`config.mk`:
```
export PLATFORM = sky130hd
export DESIGN_NAME = wtf8_to_form_urlencoder
export DESIGN_NICKNAME = d
export VERILOG_FILES = /design/src/rtl/wtfu_pkg.sv /design/src/rtl/wtfu_front.sv /design/src/rtl/wtfu_queue.sv /design/src/rtl/wtfu_back.sv /design/src/rtl/wtf8_to_form_urlencoder.sv
export SDC_FILE = /design/constraint.sdc
export NUM_CORES = 1
export LEC_CHECK = 0
export ABC_CLOCK_PERIOD_IN_PS = 5270
export BUFFER_PORTS_ARGS = -buffer_cell sky130_fd_sc_hd__buf_4
export CORE_ASPECT_RATIO = 2
export CORE_MARGIN = 2
export CORE_UTILIZATION = 57
export DETAILED_ROUTE_END_ITERATION = 8
export PLACE_DENSITY = 0.77
export SLEW_MARGIN = 15
export SYNTH_ARGS = -nofsm -noshare
export SYNTH_HDL_FRONTEND = slang
export SYNTH_SLANG_ARGS = --single-unit
```
`constraint.sdc`:
```
create_clock -name clk -period 5.27 [get_ports clk]
set_input_delay 0 -clock clk [delete_from_list [all_inputs] [get_ports clk]]
set_output_delay 0 -clock clk [all_outputs]
set_load 0.1 [all_outputs]
```
`src/rtl/wtfu_pkg.sv`:
```
// ----------------------------------------------------------------------------
// wtfu_pkg
// Types, constants and helper functions of the WTF-8 form-urlencoder.
// ----------------------------------------------------------------------------
`default_nettype none

package wtfu_pkg;

  typedef struct packed {
    logic [7:0] in_byte;
    logic       in_last;
  } in_item_t;

  typedef struct packed {
    logic [6:0] out_char;
    logic       out_last;
    logic       out_error;
  } out_item_t;

  // one scalar to encode, or one error marker
  typedef struct packed {
    logic [20:0] scalar;
    logic        last;
    logic        err;
  } entry_t;

  localparam logic [20:0] REPLACEMENT  = 21'h00FFFD;
  localparam logic [20:0] SUPP_BASE    = 21'h010000;
  localparam logic [20:0] HIGH_SURR_LO = 21'h00D800;
  localparam logic [20:0] HIGH_SURR_HI = 21'h00DBFF;
  localparam logic [20:0] LOW_SURR_LO  = 21'h00DC00;
  localparam logic [20:0] LOW_SURR_HI  = 21'h00DFFF;
  localparam logic [6:0]  CHAR_PLUS    = 7'h2B;
  localparam logic [6:0]  CHAR_PERCENT = 7'h25;
  localparam logic [7:0]  BYTE_SPACE   = 8'h20;

  // UTF-8 length minus one
  function automatic logic [1:0] utf8_len_m1(input logic [20:0] v);
    logic [1:0] n;
    if (v[20:7] == 14'd0) begin
      n = 2'd0;
    end else if (v[20:11] == 10'd0) begin
      n = 2'd1;
    end else if (v[20:16] == 5'd0) begin
      n = 2'd2;
    end else begin
      n = 2'd3;
    end
    return n;
  endfunction

  function automatic logic [7:0] utf8_byte(input logic [20:0] v, input logic [1:0] nm1,
                                           input logic [1:0] k);
    logic [7:0] r;
    case (nm1)
      2'd0: r = v[7:0];
      2'd1: r = (k == 2'd0) ? {3'b110, v[10:6]} : {2'b10, v[5:0]};
      2'd2: begin
        case (k)
          2'd0:    r = {4'b1110, v[15:12]};
          2'd1:    r = {2'b10, v[11:6]};
          default: r = {2'b10, v[5:0]};
        endcase
      end
      default: begin
        case (k)
          2'd0:    r = {5'b11110, v[20:18]};
          2'd1:    r = {2'b10, v[17:12]};
          2'd2:    r = {2'b10, v[11:6]};
          default: r = {2'b10, v[5:0]};
        endcase
      end
    endcase
    return r;
  endfunction

  function automatic logic is_safe(input logic [7:0] b);
    return (b >= 8'h41 && b <= 8'h5A) || (b >= 8'h61 && b <= 8'h7A) ||
           (b >= 8'h30 && b <= 8'h39) ||
           b == 8'h2A || b == 8'h2D || b == 8'h2E || b == 8'h5F;
  endfunction

  function automatic logic [6:0] hex_char(input logic [3:0] d);
    return (d < 4'd10) ? (7'h30 + {3'b000, d}) : (7'h37 + {3'b000, d});
  endfunction

endpackage

`default_nettype wire

```
`src/rtl/wtfu_front.sv`:
```
// ----------------------------------------------------------------------------
// wtfu_front
// Validates and decodes WTF-8 bytes, pairs surrogates and issues scalar
// entries (at most two per byte) to the entry queue.
// ----------------------------------------------------------------------------
`default_nettype none

module wtfu_front (
  input  wire logic              clk,
  input  wire logic              rst,
  input  wire logic              byte_valid,
  output logic                   byte_ready,
  input  wire wtfu_pkg::in_item_t byte_item,
  output logic                   push,
  output wtfu_pkg::entry_t       push_data,
  input  wire logic              full
);

  logic [20:0] code_accum, code_accum_next;
  logic [1:0]  bytes_left, bytes_left_next;
  logic [7:0]  lead_byte, lead_byte_next;
  logic [9:0]  pending_high, pending_high_next;
  logic        pending_valid, pending_valid_next;
  logic        discarding, discarding_next;
  logic        hold_valid, hold_valid_next;
  wtfu_pkg::entry_t hold, hold_next;

  logic [7:0]  b;
  logic        last, take, cont, has_v, err;
  logic [20:0] v, accum_n;
  logic [1:0]  bl_n;
  logic [7:0]  lead_n;
  logic        is_hi, is_lo, ent_a, ent_b, ent_c, pend_after;
  logic [1:0]  cnt;
  wtfu_pkg::entry_t e_a, e_b, e_c, first, second;

  assign b          = byte_item.in_byte;
  assign last       = byte_item.in_last;
  assign cont       = (b[7:6] == 2'b10);
  assign byte_ready = !hold_valid && !full;
  assign take       = byte_valid && byte_ready;

  always_comb begin
    has_v   = 1'b0;
    v       = '0;
    err     = 1'b0;
    accum_n = code_accum;
    bl_n    = bytes_left;
    lead_n  = lead_byte;
    if (bytes_left == 2'd0) begin
      if (b < 8'h80) begin
        has_v = 1'b1;
        v     = {13'd0, b};
      end else if (b >= 8'hC2 && b <= 8'hDF) begin
        accum_n = {16'd0, b[4:0]};
        bl_n    = 2'd1;
        lead_n  = b;
      end else if (b >= 8'hE0 && b <= 8'hEF) begin
        accum_n = {17'd0, b[3:0]};
        bl_n    = 2'd2;
        lead_n  = b;
      end else if (b >= 8'hF0 && b <= 8'hF4) begin
        accum_n = {18'd0, b[2:0]};
        bl_n    = 2'd3;
        lead_n  = b;
      end else begin
        err = 1'b1;
      end
    end else if (!cont) begin
      err = 1'b1;
    end else if ((lead_byte == 8'hE0 && bytes_left == 2'd2 && b < 8'hA0) ||
                 (lead_byte == 8'hF0 && bytes_left == 2'd3 && b < 8'h90) ||
                 (lead_byte == 8'hF4 && bytes_left == 2'd3 && b >= 8'h90)) begin
      err = 1'b1;
    end else begin
      accum_n = {code_accum[14:0], b[5:0]};
      bl_n    = bytes_left - 2'd1;
      if (bl_n == 2'd0) begin
        has_v   = 1'b1;
        v       = accum_n;
        accum_n = '0;
        lead_n  = '0;
      end
    end
    if (last && !err && bl_n != 2'd0) begin
      err = 1'b1;
    end
  end

  always_comb begin
    is_hi      = has_v && v >= wtfu_pkg::HIGH_SURR_LO && v <= wtfu_pkg::HIGH_SURR_HI;
    is_lo      = has_v && v >= wtfu_pkg::LOW_SURR_LO && v <= wtfu_pkg::LOW_SURR_HI;
    pend_after = is_hi ? 1'b1 : (has_v ? 1'b0 : pending_valid);
    ent_a      = has_v && pending_valid && !is_lo;
    ent_b      = has_v && !is_hi;
    ent_c      = last && pend_after;
    e_a        = '{scalar: wtfu_pkg::REPLACEMENT, last: 1'b0, err: 1'b0};
    e_c        = '{scalar: wtfu_pkg::REPLACEMENT, last: last, err: 1'b0};
    e_b.last   = last;
    e_b.err    = 1'b0;
    if (is_lo) begin
      e_b.scalar = pending_valid
                 ? wtfu_pkg::SUPP_BASE + {1'b0, pending_high, v[9:0]}
                 : wtfu_pkg::REPLACEMENT;
    end else begin
      e_b.scalar = v;
    end
    if (ent_a && !ent_b && !ent_c) begin
      e_a.last = last;
    end
    if (discarding) begin
      cnt    = 2'd0;
      first  = e_a;
      second = e_b;
    end else if (err) begin
      cnt    = 2'd1;
      first  = '{scalar: '0, last: 1'b1, err: 1'b1};
      second = e_b;
    end else begin
      cnt    = 2'({1'b0, ent_a} + {1'b0, ent_b} + {1'b0, ent_c});
      first  = ent_a ? e_a : (ent_b ? e_b : e_c);
      second = ent_b ? e_b : e_c;
    end
  end

  always_comb begin
    push      = (hold_valid && !full) || (take && cnt != 2'd0);
    push_data = hold_valid ? hold : first;
    hold_next = hold;
    hold_valid_next = hold_valid;
    if (hold_valid && !full) begin
      hold_valid_next = 1'b0;
    end
    if (take && cnt == 2'd2) begin
      hold_valid_next = 1'b1;
      hold_next       = second;
    end
  end

  always_comb begin
    code_accum_next    = code_accum;
    bytes_left_next    = bytes_left;
    lead_byte_next     = lead_byte;
    pending_high_next  = pending_high;
    pending_valid_next = pending_valid;
    discarding_next    = discarding;
    if (take) begin
      if (discarding) begin
        if (last) begin
          discarding_next = 1'b0;
        end
      end else if (err || last) begin
        code_accum_next    = '0;
        bytes_left_next    = '0;
        lead_byte_next     = '0;
        pending_high_next  = '0;
        pending_valid_next = 1'b0;
        discarding_next    = err && !last;
      end else begin
        code_accum_next = accum_n;
        bytes_left_next = bl_n;
        lead_byte_next  = lead_n;
        if (is_hi) begin
          pending_valid_next = 1'b1;
          pending_high_next  = v[9:0];
        end else if (has_v) begin
          pending_valid_next = 1'b0;
          pending_high_next  = '0;
        end
      end
    end
  end

  always_ff @(posedge clk) begin
    if (rst) begin
      code_accum    <= '0;
      bytes_left    <= '0;
      lead_byte     <= '0;
      pending_high  <= '0;
      pending_valid <= 1'b0;
      discarding    <= 1'b0;
      hold_valid    <= 1'b0;
    end else begin
      code_accum    <= code_accum_next;
      bytes_left    <= bytes_left_next;
      lead_byte     <= lead_byte_next;
      pending_high  <= pending_high_next;
      pending_valid <= pending_valid_next;
      discarding    <= discarding_next;
      hold_valid    <= hold_valid_next;
    end
    hold <= hold_next;
  end

  a_hold_blocks_input: assert property (@(posedge clk) disable iff (rst)
    hold_valid |-> !byte_ready)
    else $error("input taken while a second entry is held");

  a_discard_clean: assert property (@(posedge clk) disable iff (rst)
    discarding |-> bytes_left == 2'd0 && !pending_valid)
    else $error("decode state left over while discarding");

endmodule

`default_nettype wire

```
`src/rtl/wtfu_queue.sv`:
```
// ----------------------------------------------------------------------------
// wtfu_queue
// Short FIFO of scalar entries between the decoder and the encoder.
// ----------------------------------------------------------------------------
`default_nettype none

module wtfu_queue #(
  parameter int DEPTH = 4
) (
  input  wire logic             clk,
  input  wire logic             rst,
  input  wire logic             push,
  input  wire wtfu_pkg::entry_t push_data,
  output logic                  full,
  output logic                  head_valid,
  output wtfu_pkg::entry_t      head,
  input  wire logic             pop
);

  localparam int PW = $clog2(DEPTH);
  localparam int CW = $clog2(DEPTH + 1);

  wtfu_pkg::entry_t mem [DEPTH];
  logic [PW-1:0] wr_ptr, wr_ptr_next, rd_ptr, rd_ptr_next;
  logic [CW-1:0] count, count_next;
  logic          do_push, do_pop;

  assign full       = (count == CW'(DEPTH));
  assign head_valid = (count != '0);
  assign head       = mem[rd_ptr];
  assign do_push    = push && !full;
  assign do_pop     = pop && head_valid;

  always_comb begin
    wr_ptr_next = wr_ptr;
    rd_ptr_next = rd_ptr;
    count_next  = count;
    if (do_push) begin
      wr_ptr_next = (wr_ptr == PW'(DEPTH - 1)) ? '0 : wr_ptr + 1'b1;
    end
    if (do_pop) begin
      rd_ptr_next = (rd_ptr == PW'(DEPTH - 1)) ? '0 : rd_ptr + 1'b1;
    end
    if (do_push && !do_pop) begin
      count_next = count + 1'b1;
    end else if (do_pop && !do_push) begin
      count_next = count - 1'b1;
    end
  end

  always_ff @(posedge clk) begin
    if (rst) begin
      wr_ptr <= '0;
      rd_ptr <= '0;
      count  <= '0;
    end else begin
      wr_ptr <= wr_ptr_next;
      rd_ptr <= rd_ptr_next;
      count  <= count_next;
    end
    if (do_push) begin
      mem[wr_ptr] <= push_data;
    end
  end

  a_no_overflow: assert property (@(posedge clk) disable iff (rst)
    !(push && full))
    else $error("entry pushed into a full queue");

  a_no_underflow: assert property (@(posedge clk) disable iff (rst)
    !(pop && !head_valid))
    else $error("entry popped from an empty queue");

endmodule

`default_nettype wire

```
`src/rtl/wtfu_back.sv`:
```
// ----------------------------------------------------------------------------
// wtfu_back
// Re-encodes each scalar entry as UTF-8 and emits its form-urlencoded
// characters through an output register; an error marker emits one zero character.
// ----------------------------------------------------------------------------
`default_nettype none

module wtfu_back (
  input  wire logic              clk,
  input  wire logic              rst,
  input  wire logic              head_valid,
  input  wire wtfu_pkg::entry_t  head,
  output logic                   pop,
  output logic                   char_valid,
  input  wire logic              char_ready,
  output wtfu_pkg::out_item_t    char_item
);

  logic [1:0] byte_idx, byte_idx_next;
  logic [1:0] char_idx, char_idx_next;
  logic       char_valid_next;
  wtfu_pkg::out_item_t char_item_next;

  logic [1:0] nm1;
  logic [7:0] ub;
  logic       safe, space, byte_done, ent_done, advance;
  logic [6:0] ch;

  assign nm1       = wtfu_pkg::utf8_len_m1(head.scalar);
  assign ub        = wtfu_pkg::utf8_byte(head.scalar, nm1, byte_idx);
  assign safe      = wtfu_pkg::is_safe(ub);
  assign space     = (ub == wtfu_pkg::BYTE_SPACE);
  assign byte_done = head.err || safe || space || char_idx == 2'd2;
  assign ent_done  = byte_done && (head.err || byte_idx == nm1);
  assign advance   = head_valid && (!char_valid || char_ready);
  assign pop       = advance && ent_done;

  always_comb begin
    if (head.err) begin
      ch = '0;
    end else if (safe) begin
      ch = ub[6:0];
    end else if (space) begin
      ch = wtfu_pkg::CHAR_PLUS;
    end else begin
      case (char_idx)
        2'd0:    ch = wtfu_pkg::CHAR_PERCENT;
        2'd1:    ch = wtfu_pkg::hex_char(ub[7:4]);
        default: ch = wtfu_pkg::hex_char(ub[3:0]);
      endcase
    end
  end

  always_comb begin
    byte_idx_next   = byte_idx;
    char_idx_next   = char_idx;
    char_item_next  = char_item;
    char_valid_next = char_ready ? 1'b0 : char_valid;
    if (advance) begin
      char_valid_next          = 1'b1;
      char_item_next.out_char  = ch;
      char_item_next.out_last  = head.last && ent_done;
      char_item_next.out_error = head.err;
      if (ent_done) begin
        byte_idx_next = '0;
        char_idx_next = '0;
      end else if (byte_done) begin
        byte_idx_next = byte_idx + 2'd1;
        char_idx_next = '0;
      end else begin
        char_idx_next = char_idx + 2'd1;
      end
    end
  end

  always_ff @(posedge clk) begin
    if (rst) begin
      byte_idx   <= '0;
      char_idx   <= '0;
      char_valid <= 1'b0;
    end else begin
      byte_idx   <= byte_idx_next;
      char_idx   <= char_idx_next;
      char_valid <= char_valid_next;
    end
    char_item <= char_item_next;
  end

  a_error_shape: assert property (@(posedge clk) disable iff (rst)
    char_valid && char_item.out_error |-> char_item.out_last && char_item.out_char == 7'd0)
    else $error("error result not marked last or not zero");

  a_idx_in_range: assert property (@(posedge clk) disable iff (rst)
    head_valid |-> byte_idx <= nm1)
    else $error("byte index past the end of the UTF-8 sequence");

endmodule

`default_nettype wire

```
`src/rtl/wtf8_to_form_urlencoder.sv`:
```
// ----------------------------------------------------------------------------
// wtf8_to_form_urlencoder
// Streaming WTF-8 validator and form-urlencoder: decode, pair surrogates,
// re-encode as UTF-8, turn a space into '+' and percent-escape every other unsafe byte.
//
//   channel  ports                               payload
//   input    byte_valid / byte_ready / byte_item  in_byte, in_last
//   output   char_valid / char_ready / char_item  out_char, out_last, out_error
//
// The decoder takes one byte per cycle when no held entry or full queue stalls
// it and posts up to two scalar entries; a byte that yields two holds the input
// until the second is pushed. The encoder emits one character per cycle while
// the output is ready: a safe byte gives one, a space '+', an escaped byte three.
// Throughput is set by the encoder; the entry queue absorbs bursts. Reset
// clears all decode state; no clearing pass. Either side may stall.
// ----------------------------------------------------------------------------
`default_nettype none

module wtf8_to_form_urlencoder #(
  parameter int QUEUE_DEPTH = 4
) (
  input  wire logic                clk,
  input  wire logic                rst,
  input  wire logic                byte_valid,
  output logic                     byte_ready,
  input  wire wtfu_pkg::in_item_t  byte_item,
  output logic                     char_valid,
  input  wire logic                char_ready,
  output wtfu_pkg::out_item_t      char_item
);

  logic             push, full, head_valid, pop;
  wtfu_pkg::entry_t push_data, head;

  wtfu_front u_front (
    .clk        (clk),
    .rst        (rst),
    .byte_valid (byte_valid),
    .byte_ready (byte_ready),
    .byte_item  (byte_item),
    .push       (push),
    .push_data  (push_data),
    .full       (full)
  );

  wtfu_queue #(
    .DEPTH (QUEUE_DEPTH)
  ) u_queue (
    .clk        (clk),
    .rst        (rst),
    .push       (push),
    .push_data  (push_data),
    .full       (full),
    .head_valid (head_valid),
    .head       (head),
    .pop        (pop)
  );

  wtfu_back u_back (
    .clk        (clk),
    .rst        (rst),
    .head_valid (head_valid),
    .head       (head),
    .pop        (pop),
    .char_valid (char_valid),
    .char_ready (char_ready),
    .char_item  (char_item)
  );

endmodule

`default_nettype wire
```
* Word level (Yosys, flattened, before mapping)
Memory sizes are Yosys's and may differ from the RTL's. A register that Yosys moved wholly into a read port is not among the register bits. Cells that the tools add are included.
Word-level totals: register bits after elaboration 82, latch bits 0, RAM bits 92, memory bits (read-only) 0, input bits 13, output and inout port bits 11, word-level logic and storage cells 263, memories kept 1
Memories:
- u_queue.mem | depth 4, bits a word 23, read ports 1, clocked after Yosys merged registers in 1, write ports 1, RTL line wtfu_queue.sv:23 | wtfu_pkg::entry_t mem [DEPTH];
Operators by class: add/subtract/negate cells 14, $mul 0, div/mod/pow operators 0, order comparisons 22, eq/ne operators 25, shift operators 0, multiplexer cells 93, bitwise operators 1, reductions and logical operators 88
Operator list (number):
- 23-bit two-way mux | 7
- 15-bit two-way mux | 9
- 21-bit two-way mux | 6
- 8-bit two-way mux | 10
- 21-bit by 16-bit greater-or-equal comparator with 1-bit output (second input constant) | 2
- 21-bit by 16-bit <= comparator with 1-bit output (second input constant) | 2
- 2-bit two-way mux | 20
- 1-bit logical AND | 38
- 7-bit two-way mux | 5
- 8-bit by 6-bit == test with 1-bit output (second input constant) | 4
- 8-bit greater-or-equal comparator (second input constant) | 4
- 10-bit two-way mux | 3
- 6-bit by 4-bit adder with 7-bit output (first input constant) | 4
- 7-bit case mux with 2 select lines | 2
- 1-bit two-way mux | 27
- 8-bit == test (second input constant) | 3
- 8-bit <= comparator (second input constant) | 3
- 8-bit less-than comparator (second input constant) | 3
- 8-bit case mux with 3 select lines | 1
- 17-bit by 20-bit adder with 21-bit output (first input constant) | 1
- 7-bit case mux with 3 select lines | 1
- 2-bit == test (second input constant) | 9
- 8-bit by 7-bit greater-or-equal comparator with 1-bit output (second input constant) | 2
- 8-bit by 7-bit <= comparator with 1-bit output (second input constant) | 2
- other kinds (31) | 75

* Logic depth before layout (Yosys ltp)
Gate-level depths: netlist (run 1).
depth in word-level cells 25, mapped depth 29, gate-level depth less buffers 26

* By module
From an unflattened synthesis (run 1), not the netlist that was laid out.
Second synthesis, totals: cell total of the unflattened synthesis 773, area total of the unflattened synthesis 9188.8 um^2
Modules (own cells, without submodules):
- wtfu_queue | instances 1, cells an instance 170, area each 3811.2 um^2, seq. area each 2942.8 um^2
- wtfu_front | instances 1, cells an instance 363, area each 3444.6 um^2, seq. area each 1421.4 um^2
- wtfu_back | instances 1, cells an instance 240, area each 1933.1 um^2, seq. area each 370.4 um^2

* Least setup slack after synthesis (run 1)
Ideal clock, no wire load.
path type register -> register, start point reg with a tool-made name, end point reg u_queue.count[2], setup time 70 ps, data arrival time 5676 ps, required time 5200 ps, slack -477 ps, cell stages (with the launch flop) 29, path buffers 4, clock period less this slack 5747 ps, path through dfxtp_1 -> buf_6 -> buf_4 -> buf_4 -> mux4_2 -> nor2_1 -> nand3_1 -> o21ai_1 -> ha_1 -> clkbuf_1 -> a21o_1 -> o31a_1 -> a21oi_1 -> nor2b_1 -> nor2_1 -> inv_1 -> ha_1 -> and4_1 -> and3_1 -> o31ai_1 -> o311a_2 -> a21oi_2 -> inv_1 -> ha_1 -> inv_1 -> fa_1 -> xor2_1 -> or3_1 -> a21oi_1
RTL lines:
- end signal, assigned | RTL line wtfu_queue.sv:59 | count <= count_next;
- end, declared | RTL line wtfu_queue.sv:25 | logic [CW-1:0] count, count_next;

==> run_results.csv, run 1 <==
group,metric,value,unit
worst_setup_path,r2r_cells,23,
timing,slew_violations,0,
layout,drive_above_1_share,0.233,
timing,fin_setup_tns,-1.40,ps
floorplanning,rows,66,
synthesis,synth-seq-cells,175,
synthesis,synth.avg_cell_area,11.1,um2
synthesis,synth_fa_ha_area_frac,0.0499,
floorplanning,die_w,94.5,um
layout,layout_common_cells,"edfxtp_1, buf_4, nand2_1",
clock_tree,clk_path_buf_depth,2,
clock_tree,cts_made_buffers,17,
drt,wl_per_cell,22.0,um
worst_setup_path,start_kind,"register",
synthesis,synth_simple_gate_area_share,0.155,
timing,rsz0062_at_grt,"true",
clock_tree,clk_pin_slew,70,ps
layout,final_util,0.681,
global_route,grt_overflow,0,
clock_tree,cts_tree,"yes",
synthesis,yosys_warnings,0,
synthesis,synth_nets,891,
synthesis,syn-cell-area,9330,um2
power,ir_drop,330,uV
status,violations,"negative setup slack",
drt,vias,7304,
status,status,"finished, violations left",
synthesis,synth_cell_types,74,
layout,antenna_cells,0,
global_route,grtUsageTotal,0.290,
layout,finalInstanceArea,11000,um2
synthesis,synth_top_family_by_area,"simple AND/OR/NAND/NOR gates",
timing,fmax,190,MHz
floorplanning,initial_core_util,0.576,
timing,finClkSkew,11.7,ps
clock_tree,clkSinkCount,175,
layout,layout_commonest_cell,"edfxtp_1",
layout,nFillCells,1162,
global_route,grt_pass1_vias,7477,
synthesis,yosys-top-cells-area,"edfxtp_1, dfxtp_1, ha_1",
floorplanning,core,16200,um2
drt,drcViolationCount,0,
min_path,hp-start,"byte_item[8]",
min_path,min_path_cells,4,
timing,finalWorstSetupSlack,-1.40,ps
synthesis,synthCells,842,
drt,drtPass1Iterations,6,
timing,setup_viol,1,
worst_setup_path,critPathRequiredTime,5630,ps
timing,slew_headroom,0.222,
min_path,hold_path_class,"in2reg",
synthesis,synth_compound_area_frac,0.148,
worst_setup_path,critPathKind,"reg2reg",
drt,drt_wl_total,24900,um
worst_setup_path,cp_max_fo,5,
power,cellPowerDensity,455,nW/um2
layout,fin_nets,966,
timing,min_period_over_period,1.00,
worst_setup_path,r2r-end,"u_queue.count[2]",
worst_setup_path,reg2reg_from,"u_queue.mem[1][19]",
synthesis,muxShareOfSynthArea,0.0933,
worst_setup_path,worstSetupEndpointType,"register",
layout,syn2layout_area_growth,18.2,%
drt,drt-initial-drc-count,477,
synthesis,synth-edff-count,123,
synthesis,yosys.area.top_type_share,0.396,
synthesis,synth_flop_cell,"edfxtp_1",
flow_run,cap_violations,0,
worst_setup_path,rrSetupSlack,-1,ps
floorplanning,dieArea,17500,um2
min_path,holdPathEnd,"u_front.code_accum[4]",
floorplanning,pin_count,24,
clock_tree,cts_root_buf,"clkbuf_16",
synthesis,ys_seq_area_frac,0.508,
timing,period_needed,5270,ps
power,leakage,0.00389,uW
placed_design,placedInstanceArea,10000,um2
placed_design,hpwl,18300,um
global_route,grt_first_pass_wirelength,37800,um
synthesis,ys_async_sr_fraction,0,
global_route,antenna_found_initial,0,
timing,hold_viol_final,0,
global_route,grt_max_degree,48,
synthesis,yosys.area.top_type,"edfxtp_1",
synthesis,synth_xor_xnor_area_share,0.00751,
timing,worst_pin_slew,1170,ps
placed_design,gp_congestion,0.942,
drt,ant_nets,0,
worst_setup_path,cp_data_arrival_time,5630,ps
placed_design,io_buffers,23,
clock_tree,clk_latency,430,ps
clock_tree,h-tree-depth,4,
drt,vias_per_cell,6.44,
floorplanning,die_h,185,um
## routing by layer
metal	share of wire	track usage	wire [um]
met5	0	0	0
met4	0.083	0.230	2070
met3	0.034	0.0480	853
met2	0.56	0.559	14000
met1	0.32	0.251	7970
## final cells by class
class | instances | area [um2] | share of cell area
flip-flops and latches | 175 | 4740 | 0.429
well taps | 204 | 255 | 0.0231
inverters | 34 | 128 | 0.0116
clock buffers | 20 | 437 | 0.0396
multi-input cells | 583 | 4510 | 0.409
repair buffers | 106 | 856 | 0.0776
clock inverters | 12 | 111 | 0.0101
## state kept, by name (all words and copies together), names as in the netlist, 2 cells and up, named ones only
register / flops
u_front.lead_byte: 8
u_back.char_idx: 2
u_front.bytes_left: 2
u_queue.count: 3
u_queue.wr_ptr: 2
u_front.code_accum: 15
u_queue.rd_ptr: 2
u_queue.mem: 92
u_front.pending_high: 10
u_front.hold: 22
u_back.char_item: 9
u_back.byte_idx: 2
## cell families after synthesis
| family | after synthesis |
|---|---|
| flip-flops | 175 |
| XOR/XNOR | 8 |
| multiplexers | 54 |
| buffers and inverters | 84 |
| AO/OA/AOI/OAI | 197 |
| AND/OR/NAND/NOR | 288 |
| adder cells (fa/ha/maj) | 36 |
## where the power goes
part	internal, uW	total, uW	switching, uW	leakage, uW
Combinational	784	2120	1340	0.00206
Sequential	1660	1720	67.8	0.00157
Clock	653	1170	522	0.000259
## critical path: stages, from the launching register on
cell	delay, ps
edfxtp_1	390
or4_4	550
nor2_2	110
mux4_2	280
nand4_1	240
ha_2	310
a21o_1	200
o31a_1	290
a21oi_2	150
nor2b_4	200
nor2_4	60
buf_6	140
ha_2	170
or3_1	370
o22ai_2	170
o311a_4	270
a21oi_4	70
inv_2	80
ha_4	130
inv_2	40
fa_2	360
xor2_2	150
or3_1	340
a21oi_1	120
## through the flow
step | hold WS, ps | total power [uW] | worst slack, ps | std cells
3_5_place_dp | 257 | 3620 | -186 | 1075
5_1_grt | 132 | 5210 | -179 | 1134
3_3_place_gp | 253 | 3580 | -10.7 | 1075
4_1_cts | 104 | 4840 | 4.42 | 1121
6_report | 132 | 5020 | -1.40 | 1134
2_1_floorplan | 96.6 | 3020 | -295 | 842
## Yosys cell counts (all sizes together), types with 4 or more instances
master	instances
nand2	85
a21o	4
and2	13
a21oi	52
nor4	6
xnor2	5
clkbuf	36
nor3b	4
inv	34
or3	5
o31ai	19
buf	14
or2	8
mux2i	21
nand3b	7
a32oi	4
nor3	11
nand3	34
or4	4
nor2b	14
o21ai	25
nand4	6
nand2b	15
a22oi	12
edfxtp	123
dfxtp	52
mux2	10
mux4	23
a22o	11
a31oi	9
a211oi	9
ha	34
and3	9
o211ai	9
nor2	58
## worst max path at each step
stage,startpoint,end,slack (ps),cells after the start
finish,u_queue.mem[1][19],u_queue.count[2],-1,23
floorplan,register,u_queue.count[2],-290,28
global route,u_queue.mem[1][19],u_queue.count[2],-180,24
detailed placement,u_queue.mem[1][20],u_queue.count[2],-190,25
global placement,register,u_queue.count[2],-10,26
CTS,register,u_queue.count[2],4,24
## repair_timing
item | in CTS | in global routing
hold endpoints to repair | 28 | 0
gates cloned | 0 | 0
endpoints found under the setup margin | 1 | 3
setup buffers | 3 | 13
resized for setup | 14 | 50
hold buffers | 11 | 0
pin swaps | 3 | 23
Note: power is estimated with default switching activity, not from simulation.
==> run 2: changes to the inputs <==
--- a/config.mk
+++ b/config.mk
@@ -5,13 +5,15 @@
 export SDC_FILE = /design/constraint.sdc
 export NUM_CORES = 1
 export LEC_CHECK = 0
-export ABC_CLOCK_PERIOD_IN_PS = 5270
+export ABC_CLOCK_PERIOD_IN_PS = 5900
 export BUFFER_PORTS_ARGS = -buffer_cell sky130_fd_sc_hd__buf_4
 export CORE_ASPECT_RATIO = 2
 export CORE_MARGIN = 2
-export CORE_UTILIZATION = 57
+export CORE_UTILIZATION = 65
+export CTS_BUF_LIST = sky130_fd_sc_hd__clkbuf_8
+export CTS_CLUSTER_SIZE = 14
 export DETAILED_ROUTE_END_ITERATION = 8
-export PLACE_DENSITY = 0.77
+export PLACE_DENSITY = 0.82
 export SLEW_MARGIN = 15
 export SYNTH_ARGS = -nofsm -noshare
 export SYNTH_HDL_FRONTEND = slang
==> constraint.sdc (replaced) <==
create_clock -name clk -period 5.9 [get_ports clk]
set_input_delay 0 -clock clk [delete_from_list [all_inputs] [get_ports clk]]
set_output_delay 0 -clock clk [all_outputs]
set_load 0.1 [all_outputs]
==> run 2 against run 1 <==
The run now ends clean. Via count decreased by 3.2%. Sequential share of layout area increased by 3.1 points. Clock power decreased by 31%. Non-clock buffer count decreased by 45. Highest routed layer unchanged. Cell count decreased by 5.0%. Die area decreased by 12%. Worst setup slack improved by 240 ps.
==> run_results.csv, run 2 (synthesis gave the netlist of run 1 again) <==
group,metric,value,unit
worst_setup_path,cp_data_arrival_time,6050,ps
clock_tree,clk_path_buf_depth,2,
worst_setup_path,r2r-end,"u_queue.count[2]",
global_route,grt_overflow,0,
worst_setup_path,worstSetupEndpointType,"register",
timing,period_needed,5660,ps
clock_tree,clk_pin_slew,100,ps
timing,hold_viol_final,0,
layout,top_register,"u_queue.mem",
drt,drt_wl_total,22100,um
clock_tree,cts_made_buffers,17,
status,status,"finished, final reports clean",
global_route,grt_pass1_vias,6841,
placed_design,gp_congestion,0.996,
power,leakage,0.00361,uW
power,ir_drop,313,uV
floorplanning,pin_count,24,
layout,drive_above_1_share,0.149,
power,cellPowerDensity,380,nW/um2
layout,syn2layout_area_growth,10.4,%
worst_setup_path,endpoint,"u_queue.count[2]",
drt,drtPass1Iterations,5,
worst_setup_path,path_common_cell,"inv_1",
clock_tree,cts_root_buf,"clkbuf_8",
layout,layout_commonest_cell,"edfxtp_1",
drt,vias_per_cell,6.56,
global_route,grt_first_pass_wirelength,35800,um
worst_setup_path,cp_top_family,"compound AO/OA/AOI/OAI gates",
worst_setup_path,max_stage_delay,620,ps
worst_setup_path,r2r_cells,26,
layout,regArea,4740,um2
worst_setup_path,rrSetupSlack,240,ps
worst_setup_path,slowest_stage,"mux4_1",
floorplanning,initial_core_util,0.657,
drt,drt-initial-drc-count,923,
layout,multi_input_area,4280,um2
layout,finalInstanceArea,10300,um2
floorplanning,die_h,173,um
timing,slew_headroom,0.390,
timing,worst_pin_slew,908,ps
clock_tree,clk_latency,450,ps
layout,reg_top3,"u_queue.mem x92, u_front.hold x22, u_front.code_accum x15",
clock_tree,cts_tree,"yes",
timing,setup_viol,0,
layout,layout_common_cells,"edfxtp_1, nand2_1, nor2_1",
clock_tree,clkSinkCount,175,
timing,fin_hold_ws,88.8,ps
layout,antenna_cells,0,
placed_design,dp_cells,1029,
worst_setup_path,path_buf_inv,5,
placed_design,io_buffers,23,
layout,largest_register_ff_count,92,
layout,layout.cells.non_filler,1077,
floorplanning,rows,62,
placed_design,placedInstanceArea,9710,um2
floorplanning,die_w,88.7,um
flow_run,cap_violations,0,
drt,route.met2.wl,10900,um
worst_setup_path,critPathKind,"reg2reg",
global_route,grtUsageTotal,0.303,
min_path,hp-start,"byte_item[8]",
layout,nFillCells,1006,
drt,drt-met1-wl,8760,um
clock_tree,h-tree-depth,4,
drt,drcViolationCount,0,
worst_setup_path,start_kind,"register",
timing,finClkSkew,19.6,ps
layout,fin_nets,921,
floorplanning,dieArea,15400,um2
min_path,hold_path_class,"in2reg",
min_path,min_path_cells,5,
worst_setup_path,cp.depth,26,
global_route,grt_max_degree,48,
drt,top_layer,"met4",
timing,min_period_over_period,0.959,
timing,slew_violations,0,
worst_setup_path,cp_max_fo,5,
floorplanning,core,14200,um2
worst_setup_path,critPathRequiredTime,6290,ps
global_route,antenna_found_initial,0,
placed_design,hpwl,15300,um
drt,met3WireLength,1560,um
drt,wl_per_cell,20.5,um
drt,ant_nets,0,
timing,fmax,177,MHz
drt,vias,7068,
run 2: cell count changes in the layout (fill, tap and decap cells not counted), sizes merged:
cell	delta
dlygate4sd3	+1
buf	-46
inv	+4
clkinv	+3
clkinvlp	-3
bufinv	-1
clkbuf	-3
run 2: power breakdown:
part	total (uW)	leakage, uW	switching (uW)	internal, uW
clock	810	0.000203	489	322
sequential	1540	0.00157	66.0	1480
combinational	1560	0.00184	1040	527
total	3920	0.00361	1590	2320
run 2: worst reg2reg max path: cells and delay by family, from the launching register on:
family	cells	cell delay (ps)
fa+ha+maj	4	1110
flops	1	410
mux	2	680
xor+xnor	1	180
compound gates	9	1620
simple gates	5	1020
buf+inv	5	580
run 2: worst min-delay path by stage:
stage | end | slack (ps)
2_1_floorplan | u_front.discarding | 100
3_3_place_gp | u_front.hold[1] | 250
3_5_place_dp | u_front.hold[1] | 240
4_1_cts | u_front.code_accum[4] | 50
5_1_grt | u_front.code_accum[4] | 90
6_report | u_front.bytes_left[0] | 90
run 2: per-stage QoR:
| stage | utilization | setup WS [ps] | total power [uW] | setup TNS (ps) |
|---|---|---|---|---|
| after floorplan | - | 153 | 2700 | 0 |
| after global placement | 0.684 | 184 | 3050 | 0 |
| after detailed placement | 0.684 | -47.7 | 3070 | -47.7 |
| after CTS | 0.721 | 7.08 | 3890 | 0 |
| after global routing | 0.725 | -14.4 | 4090 | -14.4 |
| final | 0.725 | 241 | 3920 | 0 |
run 2: layout make-up:
type / count / area share
Sequential cell: 175 / 0.460
Clock buffer: 17 / 0.0227
Tap cell: 192 / 0.0233
Multi-Input combinational cell: 583 / 0.416
Clock inverter: 15 / 0.0166
Inverter: 34 / 0.0124
Timing Repair Buffer: 61 / 0.0490
run 2: timing repair:
action	in CTS	in global routing
hold buffers	12	0
endpoints found under the setup margin	1	2
endpoints found under the hold margin	34	0
pin swaps	0	3
cloned	0	0
resized for setup	1	7
setup buffers	0	4
run 2: metal layers:
metal,up-vias,GRT usage
met1,3403,0.418
met5,-,0
met4,0,0.126
met2,366,0.472
li1,3236,-
met3,63,0.0538
==> run 3: changes to the inputs <==
--- a/config.mk
+++ b/config.mk
@@ -7,13 +7,15 @@
 export LEC_CHECK = 0
 export ABC_CLOCK_PERIOD_IN_PS = 5900
 export BUFFER_PORTS_ARGS = -buffer_cell sky130_fd_sc_hd__buf_4
+export CELL_PAD_IN_SITES_DETAIL_PLACEMENT = 2
+export CELL_PAD_IN_SITES_GLOBAL_PLACEMENT = 2
 export CORE_ASPECT_RATIO = 2
 export CORE_MARGIN = 2
-export CORE_UTILIZATION = 65
+export CORE_UTILIZATION = 44
 export CTS_BUF_LIST = sky130_fd_sc_hd__clkbuf_8
 export CTS_CLUSTER_SIZE = 14
 export DETAILED_ROUTE_END_ITERATION = 8
-export PLACE_DENSITY = 0.82
+export PLACE_DENSITY_LB_ADDON = 0.1
 export SLEW_MARGIN = 15
 export SYNTH_ARGS = -nofsm -noshare
 export SYNTH_HDL_FRONTEND = slang
==> run 3 against run 2 <==
Routed wire length is 46% higher. Total power is 9.2% higher. Via count is 3.7% higher. Sequential share of layout area is 1.9 points lower. Die area is 46% higher. Largest cell class unchanged. Largest power group unchanged. Highest routed layer unchanged.
==> run_results.csv, run 3 (synthesis gave the netlist of run 1 again) <==
group,metric,value,unit
min_path,hold_path_class,"in2reg",
worst_setup_path,r2r-end,"u_queue.count[2]",
power,cellPowerDensity,398,nW/um2
floorplanning,dieArea,22500,um2
placed_design,gp_congestion,0.911,
layout,largest_register_ff_count,92,
timing,fin_hold_ws,134,ps
timing,min_period_over_period,0.971,
power,ir_drop,344,uV
floorplanning,core,20900,um2
drt,drcViolationCount,0,
worst_setup_path,critPathRequiredTime,6310,ps
worst_setup_path,r2r_cells,28,
clock_tree,h-tree-depth,4,
global_route,grt_first_pass_wirelength,49200,um
worst_setup_path,path_common_cell,"inv_1",
power,leakage,0.00379,uW
timing,worst_pin_slew,986,ps
layout,layout_commonest_cell,"edfxtp_1",
worst_setup_path,worstSetupEndpointType,"register",
timing,period_needed,5730,ps
drt,drt_wl_total,32300,um
drt,drt-initial-drc-count,252,
global_route,grtUsageTotal,0.296,
timing,fmax,175,MHz
clock_tree,cts_root_buf,"clkbuf_8",
drt,drtPass1Iterations,4,
worst_setup_path,cp_data_arrival_time,6140,ps
placed_design,io_buffers,23,
clock_tree,cts_tree,"yes",
placed_design,placedInstanceArea,10000,um2
layout,drive_above_1_share,0.200,
timing,setup_viol,0,
floorplanning,pin_count,24,
worst_setup_path,critPathKind,"reg2reg",
global_route,antenna_found_initial,0,
drt,vias,7327,
layout,layout_common_cells,"edfxtp_1, nand2_1, buf_4",
worst_setup_path,slowest_stage,"mux4_2",
flow_run,cap_violations,0,
timing,slew_headroom,0.338,
layout,nFillCells,2075,
global_route,grt_max_degree,48,
clock_tree,clk_pin_slew,100,ps
layout,multi_input_area,4340,um2
layout,finalInstanceArea,10800,um2
timing,hold_viol_final,0,
floorplanning,initial_core_util,0.446,
worst_setup_path,max_stage_delay,560,ps
status,status,"finished, final reports clean",
clock_tree,clk_path_buf_depth,2,
layout,antenna_cells,0,
layout,fin_nets,957,
floorplanning,die_w,107,um
drt,wl_per_cell,27.2,um
worst_setup_path,endpoint,"u_queue.count[2]",
layout,regArea,4740,um2
drt,ant_nets,0,
worst_setup_path,rrSetupSlack,170,ps
timing,slew_violations,0,
worst_setup_path,cp_max_fo,14,
floorplanning,die_h,210,um
clock_tree,clk_latency,490,ps
worst_setup_path,start_kind,"register",
layout,top_register,"u_queue.mem",
floorplanning,rows,75,
layout,syn2layout_area_growth,15.3,%
global_route,grt_overflow,0,
drt,vias_per_cell,6.16,
global_route,grt_pass1_vias,8352,
placed_design,hpwl,24900,um
clock_tree,clkSinkCount,175,
clock_tree,cts_made_buffers,17,
timing,finClkSkew,18.0,ps
layout,reg_top3,"u_queue.mem x92, u_front.hold x22, u_front.code_accum x15",
run 3: worst max-delay path: cells and delay by family, from the launching register on:
kind	cells	cell delay [ps]
AOI/OAI and AO/OA	8	1740
and+or+nand+nor	6	1000
adders and majority gates	4	980
buffers and inverters	7	730
muxes	2	630
DFF	1	390
xor gates and xnor gates	1	180
run 3: final cells by class:
class / count / share of cell area
clock buffer: 18 / 0.0230
clock inverter: 14 / 0.0159
inverter: 34 / 0.0119
multi-input combinational: 583 / 0.403
sequential: 175 / 0.441
tap: 269 / 0.0313
timing repair buffer: 97 / 0.0739
run 3: routing by layer:
| layer | part of all wire | track usage | vias up |
|---|---|---|---|
| li1 | - | - | 3312 |
| met5 | 0 | 0 | - |
| met1 | 0.32 | 0.261 | 3776 |
| met3 | 0.019 | 0.0385 | 91 |
| met4 | 0.059 | 0.172 | 0 |
| met2 | 0.61 | 0.606 | 148 |
run 3: report_power, final:
part,leakage (uW),internal (uW),switching [uW]
clock,0.000213,369,498
combinational,0.00201,630,1230
sequential,0.00157,1480,75.8
run 3: how the worst min path moves through the flow:
stage / from / to / slack (ps) / cells after the start
2_1_floorplan: byte_item[0] / u_front.discarding / 100 / 1
3_3_place_gp: byte_item[0] / u_front.hold[1] / 250 / 1
3_5_place_dp: byte_item[0] / u_front.hold[1] / 250 / 1
4_1_cts: byte_item[8] / u_front.code_accum[4] / 100 / 4
5_1_grt: byte_item[8] / u_front.code_accum[4] / 130 / 4
6_report: byte_item[8] / u_front.code_accum[4] / 130 / 4
run 3: what timing repair did:
item                                    CTS  global route
hold buffers                             15             0
setup buffers                             0             8
endpoints found under the hold margin    35             0
endpoints found under the setup margin    1             2
pin swaps                                 1             4
cloned                                    0             0
gates resized for setup                   3            30
run 3: metrics by stage:
step                      std cells  total power (uW)  setup slack (ps)  setup TNS, ps  utilization
after global placement         1135              3270              90.6              0        0.479
after global routing           1190              4440              -114           -114        0.514
after floorplan                 842              2700               153              0            -
final                          1190              4280               171              0        0.514
after detailed placement       1135              3360              -122           -122        0.479
after CTS                      1182              4230              1.61              0        0.507
